## src/rtl/pfed_pkg.sv

```systemverilog
// ----------------------------------------------------------------------------
// pfed_pkg: shared definitions for the fill end detector
// Field widths, reset values, register indexes and the controller states.
// ----------------------------------------------------------------------------
package pfed_pkg;

  localparam int TimeW    = 32;
  localparam int PresW    = 16;
  localparam int CntW     = 5;
  localparam int ClassW   = 3;
  localparam int StepW    = 15;
  localparam int ThrW     = 16;
  localparam int NumThr   = 4;
  localparam int CfgIdxW  = 3;
  localparam int CfgDataW = 32;

  localparam int ConfirmCountDefault = 3;

  localparam logic signed [PresW-1:0] InitLimitReset = 16'sd200;
  localparam logic [TimeW-1:0]        DecayIntReset  = 32'd1000;
  localparam logic [StepW-1:0]        DecayStepReset = 15'd10;
  localparam logic signed [PresW-1:0] LimitFloor     = 16'sh8000;

  // Mode 0 scales the filling time by 512; mode 1 scales the stable time
  // by 100, built as 64 + 32 + 4.
  localparam int RatioShift = 9;
  localparam int MulShiftA  = 6;
  localparam int MulShiftB  = 5;
  localparam int MulShiftC  = 2;

  localparam logic FuncStart   = 1'b0;
  localparam logic ModeRatio   = 1'b0;
  localparam logic ModeStable  = 1'b1;

  typedef enum logic [CfgIdxW-1:0] {
    REG_INIT_LIMIT,
    REG_DECAY_INTERVAL,
    REG_DECAY_STEP,
    REG_CLASS_MODE,
    REG_THRESHOLD_A,
    REG_THRESHOLD_B,
    REG_THRESHOLD_C,
    REG_THRESHOLD_D
  } cfg_reg_t;

  typedef enum logic [3:0] {
    ST_IDLE,
    ST_CALC,
    ST_UPDATE,
    ST_MUL_A,
    ST_MUL_B,
    ST_DIV_GO,
    ST_DIV_WAIT,
    ST_CLASS,
    ST_OUT
  } pfed_state_t;

endpackage

```

## src/rtl/pfed_in_if.sv

```systemverilog
// ----------------------------------------------------------------------------
// pfed_in_if: sample channel
// Valid/ready channel carrying one pressure item.
// ----------------------------------------------------------------------------
interface pfed_in_if import pfed_pkg::*; ();
  logic                    valid;
  logic                    ready;
  logic                    func;
  logic signed [PresW-1:0] pressure;
  logic [TimeW-1:0]        now_time;

  modport source (output valid, func, pressure, now_time, input ready);
  modport sink   (input valid, func, pressure, now_time, output ready);
endinterface

```

## src/rtl/pfed_out_if.sv

```systemverilog
// ----------------------------------------------------------------------------
// pfed_out_if: result channel
// Valid/ready channel carrying one detector result item.
// ----------------------------------------------------------------------------
interface pfed_out_if import pfed_pkg::*; ();
  logic              valid;
  logic              ready;
  logic              fill_done;
  logic [ClassW-1:0] fill_class;
  logic [TimeW-1:0]  fill_duration;
  logic [TimeW-1:0]  detach_moment;
  logic [TimeW-1:0]  steady_duration;
  logic              peak_found;

  modport source (output valid, fill_done, fill_class, fill_duration, detach_moment,
                  steady_duration, peak_found, input ready);
  modport sink   (input valid, fill_done, fill_class, fill_duration, detach_moment,
                  steady_duration, peak_found, output ready);
endinterface

```

## src/rtl/pfed_div.sv

```systemverilog
// ----------------------------------------------------------------------------
// pfed_div: bit-serial unsigned divider
// Restoring division producing one quotient bit per cycle; a zero divisor
// yields all ones.
// ----------------------------------------------------------------------------
module pfed_div
  import pfed_pkg::*;
(
  input  logic             clk,
  input  logic             rst_n,
  input  logic             start,
  input  logic [TimeW-1:0] num,
  input  logic [TimeW-1:0] den,
  output logic             done,
  output logic [TimeW-1:0] quot
);

  localparam int StepCntW = $clog2(TimeW);

  logic                busy_r;
  logic                done_r;
  logic [StepCntW-1:0] step_r;
  logic [TimeW-1:0]    rem_r;
  logic [TimeW-1:0]    quo_r;
  logic [TimeW-1:0]    den_r;
  logic [TimeW:0]      shifted;
  logic [TimeW:0]      diff;
  logic                fits;

  assign shifted = {rem_r, quo_r[TimeW-1]};
  assign diff    = shifted - {1'b0, den_r};
  assign fits    = ~diff[TimeW];

  always_ff @(posedge clk) begin
    if (!rst_n) begin
      busy_r <= 1'b0;
      done_r <= 1'b0;
      step_r <= '0;
    end else begin
      done_r <= 1'b0;
      if (start) begin
        busy_r <= 1'b1;
        step_r <= StepCntW'(TimeW - 1);
      end else if (busy_r) begin
        if (step_r == '0) begin
          busy_r <= 1'b0;
          done_r <= 1'b1;
        end else begin
          step_r <= step_r - StepCntW'(1);
        end
      end
    end
  end

  always_ff @(posedge clk) begin
    if (start) begin
      rem_r <= '0;
      quo_r <= num;
      den_r <= den;
    end else if (busy_r) begin
      rem_r <= fits ? diff[TimeW-1:0] : shifted[TimeW-1:0];
      quo_r <= {quo_r[TimeW-2:0], fits};
    end
  end

  assign done = done_r;
  assign quot = quo_r;

endmodule

```

## src/rtl/pressure_fill_end_detector.sv

```systemverilog
// ----------------------------------------------------------------------------
// pressure_fill_end_detector: end-of-filling detector
// Tracks pressure deltas of a run, finds the first peak, confirms the end of
// filling and classifies the run against a threshold table.
// ----------------------------------------------------------------------------
// Items enter on in_ch (valid/ready). func 0 opens a new run at the given
// pressure and time; func 1 processes a pressure sample. Every item gives
// exactly one result item on out_ch.
// A sample item passes ST_CALC, ST_UPDATE and ST_OUT to the result register,
// a start item ST_CALC and ST_OUT. A sample that confirms the end of filling
// runs the bit-serial divider, which produces one quotient bit per cycle; in
// mode 1 ST_MUL_A and ST_MUL_B first form the numerator.
// Synchronous reset loads the register defaults and the initial run state.
// The block works on one item at a time: in_ch.ready is high while the
// controller is idle. The result register lets a new item be accepted while
// the previous result still waits; if the receiver stalls, the finished
// item waits in the controller until the result register is free.
// Registers are written through cfg_we/cfg_index/cfg_data; the user must
// write them only while idle, as the block itself does not enforce this.
// ----------------------------------------------------------------------------
module pressure_fill_end_detector
  import pfed_pkg::*;
#(
  parameter int CONFIRM_COUNT = ConfirmCountDefault
)
(
  input  logic                clk,
  input  logic                rst_n,
  pfed_in_if.sink             in_ch,
  pfed_out_if.source          out_ch,
  input  logic                cfg_we,
  input  logic [CfgIdxW-1:0]  cfg_index,
  input  logic [CfgDataW-1:0] cfg_data
);

  localparam logic [CntW-1:0] CntConfirm = CntW'(CONFIRM_COUNT);

  // Configuration registers.
  logic signed [PresW-1:0] init_limit_r;
  logic [TimeW-1:0]        decay_int_r;
  logic [StepW-1:0]        decay_step_r;
  logic                    class_mode_r;
  logic [ThrW-1:0]         thr_r [NumThr];

  // Run state.
  pfed_state_t             state_r, state_nxt;
  logic                    peak_seen_r;
  logic signed [PresW-1:0] limit_r;
  logic signed [PresW-1:0] prev_delta_r;
  logic [CntW-1:0]         cnt_r;
  logic signed [PresW-1:0] prev_p_r;
  logic [TimeW-1:0]        start_r;
  logic [TimeW-1:0]        filling_r;
  logic [TimeW-1:0]        detach_r;
  logic [TimeW-1:0]        stable_r;
  logic [TimeW-1:0]        last_decay_r;
  logic                    hit_r;
  logic [ClassW-1:0]       class_r;

  // Item and working registers.
  logic                    func_r;
  logic signed [PresW-1:0] p_r;
  logic [TimeW-1:0]        now_r;
  logic [TimeW-1:0]        elapsed_r;
  logic [TimeW-1:0]        age_r;
  logic signed [PresW-1:0] delta_r;
  logic [TimeW-1:0]        num_r;
  logic [TimeW-1:0]        den_r;

  // Result register.
  logic                    out_valid_r;
  logic                    out_done_r;
  logic [ClassW-1:0]       out_class_r;
  logic [TimeW-1:0]        out_filling_r;
  logic [TimeW-1:0]        out_detach_r;
  logic [TimeW-1:0]        out_stable_r;
  logic                    out_peak_r;

  // Controller outputs.
  logic in_ready;
  logic div_start;
  logic out_load;

  // Sample update logic.
  logic signed [PresW-1:0] delta_eff;
  logic signed [PresW-1:0] cur_eff;
  logic [CntW-1:0]         cnt_inc;
  logic [CntW-1:0]         cnt_upd;
  logic                    hit;
  logic [TimeW-1:0]        stable_upd;
  logic [TimeW-1:0]        filling_upd;
  logic                    peak_now;
  logic [TimeW-1:0]        detach_upd;
  logic                    decay;
  logic signed [PresW:0]   lim_diff;
  logic signed [PresW-1:0] lim_new;

  // Classification logic.
  logic                    div_done;
  logic [TimeW-1:0]        quot;
  logic [TimeW-1:0]        metric;
  logic [ClassW-1:0]       cls_calc;
  logic                    cls_run;

  pfed_div u_div (
    .clk   (clk),
    .rst_n (rst_n),
    .start (div_start),
    .num   (num_r),
    .den   (den_r),
    .done  (div_done),
    .quot  (quot)
  );

  always_ff @(posedge clk) begin
    if (!rst_n) begin
      init_limit_r <= InitLimitReset;
      decay_int_r  <= DecayIntReset;
      decay_step_r <= DecayStepReset;
      class_mode_r <= ModeRatio;
      for (int i = 0; i < NumThr; i++) begin
        thr_r[i] <= '0;
      end
    end else if (cfg_we) begin
      case (cfg_reg_t'(cfg_index))
        REG_INIT_LIMIT:     init_limit_r <= cfg_data[PresW-1:0];
        REG_DECAY_INTERVAL: decay_int_r  <= cfg_data[TimeW-1:0];
        REG_DECAY_STEP:     decay_step_r <= cfg_data[StepW-1:0];
        REG_CLASS_MODE:     class_mode_r <= cfg_data[0];
        REG_THRESHOLD_A:    thr_r[0]     <= cfg_data[ThrW-1:0];
        REG_THRESHOLD_B:    thr_r[1]     <= cfg_data[ThrW-1:0];
        REG_THRESHOLD_C:    thr_r[2]     <= cfg_data[ThrW-1:0];
        REG_THRESHOLD_D:    thr_r[3]     <= cfg_data[ThrW-1:0];
        default: ;
      endcase
    end
  end

  always_comb begin
    state_nxt = state_r;
    case (state_r)
      ST_IDLE:     if (in_ch.valid) state_nxt = ST_CALC;
      ST_CALC:     state_nxt = (func_r == FuncStart) ? ST_OUT : ST_UPDATE;
      ST_UPDATE: begin
        if (!hit) begin
          state_nxt = ST_OUT;
        end else if (class_mode_r == ModeStable) begin
          state_nxt = ST_MUL_A;
        end else begin
          state_nxt = ST_DIV_GO;
        end
      end
      ST_MUL_A:    state_nxt = ST_MUL_B;
      ST_MUL_B:    state_nxt = ST_DIV_GO;
      ST_DIV_GO:   state_nxt = ST_DIV_WAIT;
      ST_DIV_WAIT: if (div_done) state_nxt = ST_CLASS;
      ST_CLASS:    state_nxt = ST_OUT;
      ST_OUT:      if (!out_valid_r || out_ch.ready) state_nxt = ST_IDLE;
      default:     state_nxt = ST_IDLE;
    endcase
  end

  always_comb begin
    in_ready  = (state_r == ST_IDLE);
    div_start = (state_r == ST_DIV_GO);
    out_load  = (state_r == ST_OUT) && (!out_valid_r || out_ch.ready);
  end

  always_comb begin
    cnt_inc     = cnt_r + CntW'(1);
    delta_eff   = delta_r;
    cur_eff     = p_r;
    cnt_upd     = cnt_r;
    hit         = 1'b0;
    stable_upd  = stable_r;
    filling_upd = filling_r;
    if (peak_seen_r) begin
      if (delta_r > limit_r) begin
        cnt_upd = cnt_inc;
        if (cnt_inc == CntConfirm) begin
          hit         = 1'b1;
          filling_upd = elapsed_r;
        end else begin
          delta_eff = prev_delta_r;
          cur_eff   = prev_p_r;
        end
      end else begin
        cnt_upd    = '0;
        stable_upd = elapsed_r - detach_r;
      end
    end
    peak_now   = (delta_eff < prev_delta_r);
    detach_upd = (peak_now && !peak_seen_r) ? elapsed_r : detach_r;
    decay      = (age_r > decay_int_r);
    lim_diff   = {limit_r[PresW-1], limit_r} - $signed({2'b00, decay_step_r});
    lim_new    = (lim_diff[PresW] != lim_diff[PresW-1]) ? LimitFloor : lim_diff[PresW-1:0];
  end

  always_comb begin
    metric   = (class_mode_r == ModeStable) ? {{(TimeW-ThrW){1'b0}}, quot[ThrW-1:0]} : quot;
    cls_calc = '0;
    cls_run  = 1'b1;
    for (int i = 0; i < NumThr; i++) begin
      if (cls_run && (thr_r[i] != '0) && (metric >= {{(TimeW-ThrW){1'b0}}, thr_r[i]})) begin
        cls_calc = cls_calc + ClassW'(1);
      end else begin
        cls_run = 1'b0;
      end
    end
  end

  always_ff @(posedge clk) begin
    if (!rst_n) begin
      state_r      <= ST_IDLE;
      peak_seen_r  <= 1'b0;
      limit_r      <= InitLimitReset;
      prev_delta_r <= '0;
      cnt_r        <= '0;
      prev_p_r     <= '0;
      start_r      <= '0;
      filling_r    <= '0;
      detach_r     <= '0;
      stable_r     <= '0;
      last_decay_r <= '0;
      hit_r        <= 1'b0;
      class_r      <= '0;
    end else begin
      state_r <= state_nxt;
      if (state_r == ST_CALC && func_r == FuncStart) begin
        peak_seen_r  <= 1'b0;
        limit_r      <= init_limit_r;
        prev_delta_r <= '0;
        cnt_r        <= '0;
        prev_p_r     <= p_r;
        start_r      <= now_r;
        filling_r    <= '0;
        detach_r     <= '0;
        stable_r     <= '0;
        last_decay_r <= now_r;
        hit_r        <= 1'b0;
        class_r      <= '0;
      end
      if (state_r == ST_UPDATE) begin
        cnt_r       <= cnt_upd;
        stable_r    <= stable_upd;
        filling_r   <= filling_upd;
        detach_r    <= detach_upd;
        peak_seen_r <= peak_seen_r | peak_now;
        prev_p_r    <= cur_eff;
        if (!delta_eff[PresW-1]) begin
          prev_delta_r <= delta_eff;
        end
        if (decay) begin
          limit_r      <= lim_new;
          last_decay_r <= now_r;
        end
        hit_r   <= hit;
        class_r <= '0;
      end
      if (state_r == ST_CLASS) begin
        class_r <= cls_calc;
      end
    end
  end

  always_ff @(posedge clk) begin
    if (in_ready && in_ch.valid) begin
      func_r <= in_ch.func;
      p_r    <= in_ch.pressure;
      now_r  <= in_ch.now_time;
    end
    if (state_r == ST_CALC) begin
      elapsed_r <= now_r - start_r;
      age_r     <= now_r - last_decay_r;
      delta_r   <= p_r - prev_p_r;
    end
    if (state_r == ST_UPDATE) begin
      num_r <= {elapsed_r[TimeW-1-RatioShift:0], {RatioShift{1'b0}}};
      den_r <= (class_mode_r == ModeStable) ? elapsed_r
                                            : {{(TimeW-PresW){cur_eff[PresW-1]}}, cur_eff};
    end
    if (state_r == ST_MUL_A) begin
      num_r <= (stable_r << MulShiftA) + (stable_r << MulShiftB);
    end
    if (state_r == ST_MUL_B) begin
      num_r <= num_r + (stable_r << MulShiftC);
    end
  end

  always_ff @(posedge clk) begin
    if (!rst_n) begin
      out_valid_r <= 1'b0;
    end else if (out_load) begin
      out_valid_r <= 1'b1;
    end else if (out_ch.ready) begin
      out_valid_r <= 1'b0;
    end
  end

  always_ff @(posedge clk) begin
    if (out_load) begin
      out_done_r    <= hit_r;
      out_class_r   <= class_r;
      out_filling_r <= filling_r;
      out_detach_r  <= detach_r;
      out_stable_r  <= stable_r;
      out_peak_r    <= peak_seen_r;
    end
  end

  assign in_ch.ready            = in_ready;
  assign out_ch.valid           = out_valid_r;
  assign out_ch.fill_done       = out_done_r;
  assign out_ch.fill_class      = out_class_r;
  assign out_ch.fill_duration   = out_filling_r;
  assign out_ch.detach_moment   = out_detach_r;
  assign out_ch.steady_duration = out_stable_r;
  assign out_ch.peak_found      = out_peak_r;

  // An end of filling can only be reported after a peak.
  a_done_after_peak: assert property (@(posedge clk) disable iff (!rst_n)
    out_ch.valid && out_ch.fill_done |-> out_ch.peak_found)
    else $error("end of filling reported without a peak");

  // A class is given only with an end of filling.
  a_class_with_done: assert property (@(posedge clk) disable iff (!rst_n)
    out_ch.valid && !out_ch.fill_done |-> out_ch.fill_class == '0)
    else $error("class reported without end of filling");

  // The confirmation counter runs only after the peak.
  a_count_after_peak: assert property (@(posedge clk) disable iff (!rst_n)
    cnt_r != '0 |-> peak_seen_r)
    else $error("confirmation counter active before the peak");

  // The divider finishes only while the controller waits for it.
  a_div_done_wait: assert property (@(posedge clk) disable iff (!rst_n)
    div_done |-> state_r == ST_DIV_WAIT)
    else $error("divider finished outside its wait state");

endmodule
```

## src/flat_wrapper.sv

```systemverilog
// flat-port wrapper written by rule: the top's interface ports become plain ports
module pressure_fill_end_detector_flat import pfed_pkg::*;
#(
  parameter int CONFIRM_COUNT = ConfirmCountDefault
)
  (clk, rst_n, cfg_we, cfg_index, cfg_data, in_ch_valid, in_ch_func, in_ch_pressure, in_ch_now_time, in_ch_ready, out_ch_valid, out_ch_fill_done, out_ch_fill_class, out_ch_fill_duration, out_ch_detach_moment, out_ch_steady_duration, out_ch_peak_found, out_ch_ready);
  pfed_in_if in_ch_i ();
  pfed_out_if out_ch_i ();
  input  logic clk;
  input  logic rst_n;
  input  logic cfg_we;
  input  logic [CfgIdxW-1:0] cfg_index;
  input  logic [CfgDataW-1:0] cfg_data;
  input wire logic [$bits(in_ch_i.valid)-1:0] in_ch_valid;
  input wire logic [$bits(in_ch_i.func)-1:0] in_ch_func;
  input wire logic [$bits(in_ch_i.pressure)-1:0] in_ch_pressure;
  input wire logic [$bits(in_ch_i.now_time)-1:0] in_ch_now_time;
  output wire logic [$bits(in_ch_i.ready)-1:0] in_ch_ready;
  output wire logic [$bits(out_ch_i.valid)-1:0] out_ch_valid;
  output wire logic [$bits(out_ch_i.fill_done)-1:0] out_ch_fill_done;
  output wire logic [$bits(out_ch_i.fill_class)-1:0] out_ch_fill_class;
  output wire logic [$bits(out_ch_i.fill_duration)-1:0] out_ch_fill_duration;
  output wire logic [$bits(out_ch_i.detach_moment)-1:0] out_ch_detach_moment;
  output wire logic [$bits(out_ch_i.steady_duration)-1:0] out_ch_steady_duration;
  output wire logic [$bits(out_ch_i.peak_found)-1:0] out_ch_peak_found;
  input wire logic [$bits(out_ch_i.ready)-1:0] out_ch_ready;
  assign in_ch_i.valid = in_ch_valid;
  assign in_ch_i.func = in_ch_func;
  assign in_ch_i.pressure = in_ch_pressure;
  assign in_ch_i.now_time = in_ch_now_time;
  assign in_ch_ready = in_ch_i.ready;
  assign out_ch_valid = out_ch_i.valid;
  assign out_ch_fill_done = out_ch_i.fill_done;
  assign out_ch_fill_class = out_ch_i.fill_class;
  assign out_ch_fill_duration = out_ch_i.fill_duration;
  assign out_ch_detach_moment = out_ch_i.detach_moment;
  assign out_ch_steady_duration = out_ch_i.steady_duration;
  assign out_ch_peak_found = out_ch_i.peak_found;
  assign out_ch_i.ready = out_ch_ready;
  pressure_fill_end_detector #(.CONFIRM_COUNT(CONFIRM_COUNT)) u_core (.clk(clk), .rst_n(rst_n), .in_ch(in_ch_i), .out_ch(out_ch_i), .cfg_we(cfg_we), .cfg_index(cfg_index), .cfg_data(cfg_data));
endmodule
```

## config.mk

```make
export PLATFORM = sky130hd
export DESIGN_NAME = pressure_fill_end_detector_flat
export DESIGN_NICKNAME = d
export VERILOG_FILES = /design/src/rtl/pfed_pkg.sv /design/src/rtl/pfed_in_if.sv /design/src/rtl/pfed_out_if.sv /design/src/rtl/pfed_div.sv /design/src/rtl/pressure_fill_end_detector.sv /design/src/flat_wrapper.sv
export SDC_FILE = /design/constraint.sdc
export NUM_CORES = 2
export LEC_CHECK = 0
export BUFFER_PORTS_ARGS = -buffer_cell sky130_fd_sc_hd__clkbuf_2
export CAP_MARGIN = 20
export CORE_ASPECT_RATIO = 0.5
export CORE_MARGIN = 2
export CORE_UTILIZATION = 64
export DETAILED_ROUTE_END_ITERATION = 6
export GPL_TIMING_DRIVEN = 0
export PLACE_DENSITY_LB_ADDON = 0.08
export SETUP_SLACK_MARGIN = 0.4
export SLEW_MARGIN = 0
export SYNTH_ARGS = -nofsm -noshare
export SYNTH_HDL_FRONTEND = slang
export SYNTH_SLANG_ARGS = --single-unit
```

## constraint.sdc

```tcl
create_clock -name clk -period 11.14 [get_ports clk]
set_input_delay 2.228 -clock clk [delete_from_list [all_inputs] [get_ports clk]]
set_output_delay 2.228 -clock clk [all_outputs]
set_load 0.05 [all_outputs]
```

### Yosys cells after proc, flatten, opt, wreduce, memory -nomap -nowiden

Memories as Yosys holds them, arrays and structs flattened.
Index checks and enable logic that the tools add are counted.

| word-level totals | value |
|---|---|
| bits in registers | 684 |
| bits in latches | 0 |
| memory bits (writable) | 64 |
| ROM bits | 0 |
| input bits | 89 |
| output and inout bits | 103 |
| word-level logic and storage cells | 224 |
| memories | 1 |

| operators by class | value |
|---|---|
| add/sub/neg operators | 13 |
| $mul | 0 |
| divide/modulo/power cells | 0 |
| order comparisons | 7 |
| equal/unequal tests | 26 |
| shift operators | 0 |
| multiplexer cells | 93 |
| bitwise logic cells | 9 |
| reduce and logical (&&, ||, !) cells | 37 |

Memory list:

| name | words | width | rd ports | clocked after Yosys merged registers in | write ports | RTL line | source |
|---|---|---|---|---|---|---|---|
| u_core.thr_r | 4 | 16 | 4 | 0 | 4 | pressure_fill_end_detector.sv:43 | `logic [ThrW-1:0] thr_r [NumThr];` |

Operator list:

| kind | count |
|---|---|
| $mux 32 | 21 |
| $mux 16 | 19 |
| $ge 32x16->1 | 4 |
| $sub 32x32->32 | 3 |
| $add 32x32->32 | 2 |
| $reduce_bool 16->1 | 4 |
| $pmux 4 s9 | 1 |
| $mux 5 | 7 |
| $mux 1 | 33 |
| $sub 33x32->33 | 1 |
| $gt 32x32->1 | 1 |
| $mux 3 | 7 |
| $mux 4 | 5 |
| $sub 16x16->17 | 1 |
| $eq 4x3->1 const B | 4 |
| $gt 16x16->1 | 1 |
| $lt 16x16->1 | 1 |
| $sub 16x16->16 | 1 |
| $reduce_and 2->1 | 7 |
| $eq 3x3->1 const B | 4 |
| $ne 2x1->1 const B | 6 |
| $logic_and 1x1->1 | 11 |
| $eq 4x2->1 const B | 2 |
| $add 3x1->3 const B | 2 |
| other kinds (22) | 37 |

### Logic depth before layout (Yosys ltp)

| depth | value |
|---|---|
| depth in word-level cells | 14 |
| gate-level depth with buffers | 23 |
| gate-level depth less buffers | 23 |

### By module

A second synthesis with hierarchy kept.

| second synthesis, totals | value |
|---|---|
| cells, all modules | 4,300 |
| area, all modules | 41,566.1 um2 |

By module, submodules not included:

| module | times used | cells each | area each (um2) | seq. area each (um2) |
|---|---|---|---|---|
| pressure_fill_end_detector | 1 | 3,727 | 35,666.7 | 16,435.8 |
| pfed_div | 1 | 573 | 5,899.4 | 2,702.6 |

### Worst setup path after synthesis

No wires, ideal clock.

| timing | value |
|---|---|
| kind | reg2reg |
| start | register u_core.state_r[3] |
| end | register u_core.stable_r[18] |
| library setup time | 126 ps |
| arrival time | 7,460 ps |
| required time | 11,014 ps |
| path slack | 3,554 ps |
| stages on the path, launching flop included | 11 |
| buffers on the path | 1 |
| period minus slack after synthesis | 7,586 ps |
| path through | dfxtp_1 -> inv_1 -> nand2_1 -> nor3_1 -> nand2b_1 -> nand2_1 -> o21ai_1 -> and2_1 -> clkbuf_1 -> nand2_1 -> o21ai_0 |

| between the ends | value |
|---|---|
| word-level cells in the longest chain between the ends | 4 |
| elaborated cells between the ends (all ways) | 8 |
| those cells by class | 4 x eq/ne; 1 x mux; 3 x reduce/logical |

RTL lines:

| item | RTL line | source |
|---|---|---|
| start: declaration | pressure_fill_end_detector.sv:46 | `pfed_state_t state_r, state_nxt;` |
| start signal: assignment | pressure_fill_end_detector.sv:228 | `state_r <= state_nxt;` |
| $eq 4x1->1 | pressure_fill_end_detector.sv:229 | `if (state_r == ST_CALC && func_r == FuncStart) begin` |
| $logic_and 1x1->1 | pressure_fill_end_detector.sv:229 |  |
| $reduce_bool 2->1 (no line) | n/a |  |
| $reduce_and 3->1 (no line) | n/a |  |
| end signal: assignment | pressure_fill_end_detector.sv:245 | `stable_r <= stable_upd;` |
| end: declaration | pressure_fill_end_detector.sv:55 | `logic [TimeW-1:0] stable_r;` |

Several ways; a longest one is shown, not always the timed one.
A chain may end at the register's enable or synchronous reset.

### Final worst setup path

| timing | value |
|---|---|
| start | register u_core.delta_r[9] |
| end | register u_core.detach_r[1] |

| between the ends | value |
|---|---|
| word-level cells in the longest chain between the ends | 7 |
| elaborated cells between the ends (all ways) | 8 |
| those cells by class | 2 x order compare; 1 x eq/ne; 3 x mux; 2 x reduce/logical |

RTL lines:

| item | RTL line | source |
|---|---|---|
| start: declaration | pressure_fill_end_detector.sv:66 | `logic signed [PresW-1:0] delta_r;` |
| start signal: assignment | pressure_fill_end_detector.sv:275 | `delta_r <= p_r - prev_p_r;` |
| $gt 16x16->1 / $mux 16 (equally long branches) | pressure_fill_end_detector.sv:178, pressure_fill_end_detector.sv:180 |  |
| $mux 16 | pressure_fill_end_detector.sv:178 | `if (delta_r > limit_r) begin` |
| $mux 16 (*) | pressure_fill_end_detector.sv:177 | `if (peak_seen_r) begin` |
| $lt 16x16->1 (*) | pressure_fill_end_detector.sv:192 | `peak_now = (delta_eff < prev_delta_r);` |
| $logic_and 1x1->1 (*) | pressure_fill_end_detector.sv:193 | `detach_upd = (peak_now && !peak_seen_r) ? elapsed_r : detach_r;` |
| $ne 2x1->1 (no line) (*) | n/a |  |
| $reduce_and 2->1 (no line) (*) | n/a |  |
| end signal: assignment | pressure_fill_end_detector.sv:247 | `detach_r <= detach_upd;` |
| end: declaration | pressure_fill_end_detector.sv:54 | `logic [TimeW-1:0] detach_r;` |

Every way passes the cells marked *; elsewhere a longest branch is shown, timed or not.

==> metrics.txt <==
run status finished clean; clock network power share a little under a third; Yosys warnings 0; Worst path max stage delay ~0.58 ns; Detail Route Antenna Nets 0; starting density of the core ~65%; Net Sw Power roughly 2300 uW; Mapped Avg Cell Area 9.56 um2; vias in the first global route roughly 30000; HP Start u_core.den_r[11]$_DFFE_PP_; Die Span Y around 180 um; Mapped Cells 4200; Fin. Hold Viols 0; PwrDens about 170 nW/um2; RD Place Congestion between 0.9 and 1; Primary FF master, synth edfxtp_1; hold worst-path end u_core.u_div.den_r[11]$_DFFE_PP_; first-pass GRT wire length 171000 um; clk sinks between 700 and 800; Critical Path Fanout Max 10; Fmax achieved roughly 180 MHz; area leader, netlist edfxtp_1; Final Cycle Share 50.1%; grt total ovfl 0; total number of vias 32300; worst-path cell chain ha_1, a21o_1, a21o_1, a21oi_1, nor2b_1, or4_1, a211oi_4, buf_2, mux2_2, ha_1, nand2_1, nor3_1, a21oi_1, o21ai_0, inv_1, a31oi_4, buf_2, nand3_1, o31ai_1; die area roughly 65000 um2; Sw Ratio 31.2%; Post-synth EDFFs 420; combinational share of power between 20% and 30%; FILL cells 4679; worst min path class reg -> reg; asr flop ratio synth 0%; Bufs on Longest Clock Path 3; DP Cell Count roughly 5200; maxcap violations 0; DRC viols 0; Setup Skew about 0.024 ns; CTS tree done; Routed WL per cell ~21 um; post-synthesis sequential area ratio a little under half; crit path kind reg -> reg; Final Cell Area between 40000 and 50000 um2; TritonCTS buffer count 66; Syn Std Cell Area roughly 40000 um2; H-Tree Depth 3; Int Pwr about 5000 uW; syn_nets roughly 4600; Synth area leaders edfxtp_1 31%, dfxtp_1 16%, ha_1 11%; CTS Hold Bufs 0; total track usage 34.5%; clk root buf clkbuf_16; DP Area around 42000 um2; Yosys cell types 73; data arrival time of the worst path roughly 6.1 ns; Resize count post-CTS 0; Peak VDD IR approximately 0.13 mV; Hold Crit Depth 0; RSZ-0062 raised after global routing false; reg-to-reg startpoint u_core.delta_r[9]$_DFFE_PN_; Slew Limit Headroom roughly a quarter; Synth top area share around a third; core area about 62000 um2; PortBufs between 150 and 200; CP required approximately 12 ns; Pre-antenna DRT Iters 6; Pwr Total 7460 uW; initial detailed-routing violation count around 3600; Area Growth Syn to Fin 11.1%; worst flop-to-flop path endpoint u_core.detach_r[1]$_SDFFE_PN0P_; min cycle time layout approximately 5.6 ns; Final Setup Violations 0; clk_lat worst skew 0.62 ns; post-DP HPWL slightly below 90000 um; FF-to-FF setup slack ~5.6 ns; max-slew violations 0; Detailed Route WL 113000 um; die width ~360 um; Worst path slowest cell or4_1; NumNets Final between 4000 and 5000; crit path capture type register; Yosys reg bits approximately 750; vias per cell roughly 6.0; largest net degree at the start of global routing 42; Reg2Reg Depth 19; Reg power frac between 40% and 50%; Final Non-Filler Cells roughly 5400; Tightest Pin Transition ~1.1 ns; I/O pins between 150 and 200; Rows 64; buffers inserted by post-CTS timing repair 0; leak pwr 0.0178 uW; Worst Setup Start Kind register; share of cells above drive strength 1 under 10%; setup TNS 0 ns; antenna violations before repair 6; Reg clk slew, reported paths approximately 0.07 ns
metal layers:
layer	global-route usage (%)	share of wire, %	vias up
met1	50.5	44	15300
met3	8.14	11	198
met4	9.26	2.7	0
met5	0	0	-
met2	51.2	42	1418
li1	-	-	15400
how the worst max path moves through the flow:
stage	slack [ns]	startpoint	endpoint
6_report	5.55	u_core.delta_r[9]$_DFFE_PN_	u_core.detach_r[1]$_SDFFE_PN0P_
5_1_grt	5.21	u_core.limit_r[1]$_SDFF_PN0_	u_core.detach_r[1]$_SDFFE_PN0P_
4_1_cts	5.65	u_core.delta_r[9]$_DFFE_PN_	u_core.detach_r[1]$_SDFFE_PN0P_
3_5_place_dp	5.73	rst_n	u_core.thr_r[3][2]$_SDFFCE_PN0P_
3_3_place_gp	-0.15	u_core.state_r[3]$_SDFFE_PN0P_	u_core.prev_p_r[12]$_SDFFE_PN0P_
2_1_floorplan	3.55	u_core.state_r[3]$_SDFFE_PN0P_	u_core.stable_r[18]$_SDFFE_PN0P_
final cells by class:
type,instances,area [um2],share of cell area (%)
Antenna cell,5,12.5,0.0281
Buffer,149,582,1.30
Clock buffer,97,1920,4.31
Clock inverter,25,249,0.558
Inverter,361,1360,3.04
Multi-Input combinational cell,2944,19100,42.9
Sequential cell,746,19100,42.9
Tap cell,825,1030,2.31
Timing Repair Buffer,209,1190,2.68
flip-flops by register name, summed over array words and instances, names as in the netlist, 32 cells and up:
name and cells:
u_core.den_r 32, u_core.last_decay_r 32, u_core.u_div.rem_r 32, u_core.u_div.quot 32, u_core.thr_r 64, u_core.filling_r 32
u_core.now_r 32, u_core.start_r 32, u_core.elapsed_r 32, u_core.detach_r 32, u_core.u_div.den_r 32, u_core.out_ch.detach_moment 32
u_core.out_ch.steady_duration 32, u_core.age_r 32, u_core.out_ch.fill_duration 32, u_core.stable_r 32, u_core.decay_int_r 32
Yosys cell counts (7+ instances only):
library cell / n
a211o_1: 7
a211oi_1: 41
a21o_1: 121
a21oi_1: 412
a22oi_1: 19
a31oi_1: 38
a41oi_1: 9
and2_1: 74
and3_1: 42
buf_1: 9
buf_2: 13
clkbuf_1: 126
dfxtp_1: 326
edfxtp_1: 420
fa_1: 8
ha_1: 343
inv_1: 359
mux2_2: 16
mux2i_1: 45
nand2_1: 508
nand2b_1: 48
nand3_1: 79
nand4_1: 26
nor2_1: 317
nor2b_1: 50
nor3_1: 81
nor4_1: 30
o211ai_1: 18
o21a_1: 35
o21ai_0: 175
o21ai_1: 8
o21bai_1: 18
o22ai_1: 14
o311ai_0: 7
o31a_1: 8
o31ai_1: 45
or2_2: 16
or3_1: 18
xnor2_1: 125
xor2_1: 59
layout by cell type, fill, tap and decap left out, types with 18 or more instances in the layout:
cell	netlist	layout
a211oi_1	41	41
a21o_1	121	121
a21oi_1	412	412
a22oi_1	19	19
a31oi_1	38	38
and2_1	74	73
and3_1	42	42
clkbuf_1	126	145
clkbuf_16	0	70
clkbuf_2	0	191
dfxtp_1	326	326
edfxtp_1	420	420
ha_1	343	343
inv_1	359	358
mux2i_1	45	45
nand2_1	508	508
nand2b_1	48	48
nand3_1	79	79
nand4_1	26	26
nor2_1	317	316
nor2b_1	50	49
nor3_1	81	80
nor4_1	30	29
o211ai_1	18	18
o21a_1	35	35
o21ai_0	175	172
o21bai_1	18	18
o31ai_1	45	44
or3_1	18	18
xnor2_1	125	125
xor2_1	59	59
cell families after synthesis:
family          after synthesis  synth area share [%]
xor+xnor                    184                  4.01
simple gates               1313                  14.9
compound gates             1035                  15.9
flops                       746                  47.7
mux                          61                  1.57
fa+ha+maj                   351                  11.1
buf+inv                     510                  4.82
stage by stage:
| step | hold slack [ns] | util [%] | worst slack, ns |
|---|---|---|---|
| floorplan | 0.400 | - | 3.55 |
| finish | 0.419 | 72.4 | 5.55 |
| global placement | 0.401 | 68.4 | -0.150 |
| global route | 0.422 | 72.4 | 5.21 |
| CTS | 0.420 | 72.4 | 5.65 |
| detailed placement | 0.405 | 68.9 | 5.73 |
power groups by stage:
stage | clock network, uW | logic (uW) | registers (uW)
after global routing | 2480 | 1950 | 3350
after floorplan | 0 | 1260 | 3360
final | 2360 | 1770 | 3340
after detailed placement | 0 | 1730 | 3390
after CTS | 2370 | 1740 | 3330
after global placement | 0 | 1660 | 3400
critical path: cells and delay by family, from the launching register on:
| family | cells | cell delay [ns] |
|---|---|---|
| fa+ha+maj | 2 | 0.64 |
| flops | 1 | 0.44 |
| mux | 1 | 0.39 |
| compound gates | 8 | 1.80 |
| buf+inv | 3 | 0.83 |
| simple gates | 5 | 1.35 |
No activity file was read; power rests on OpenSTA's default activity.
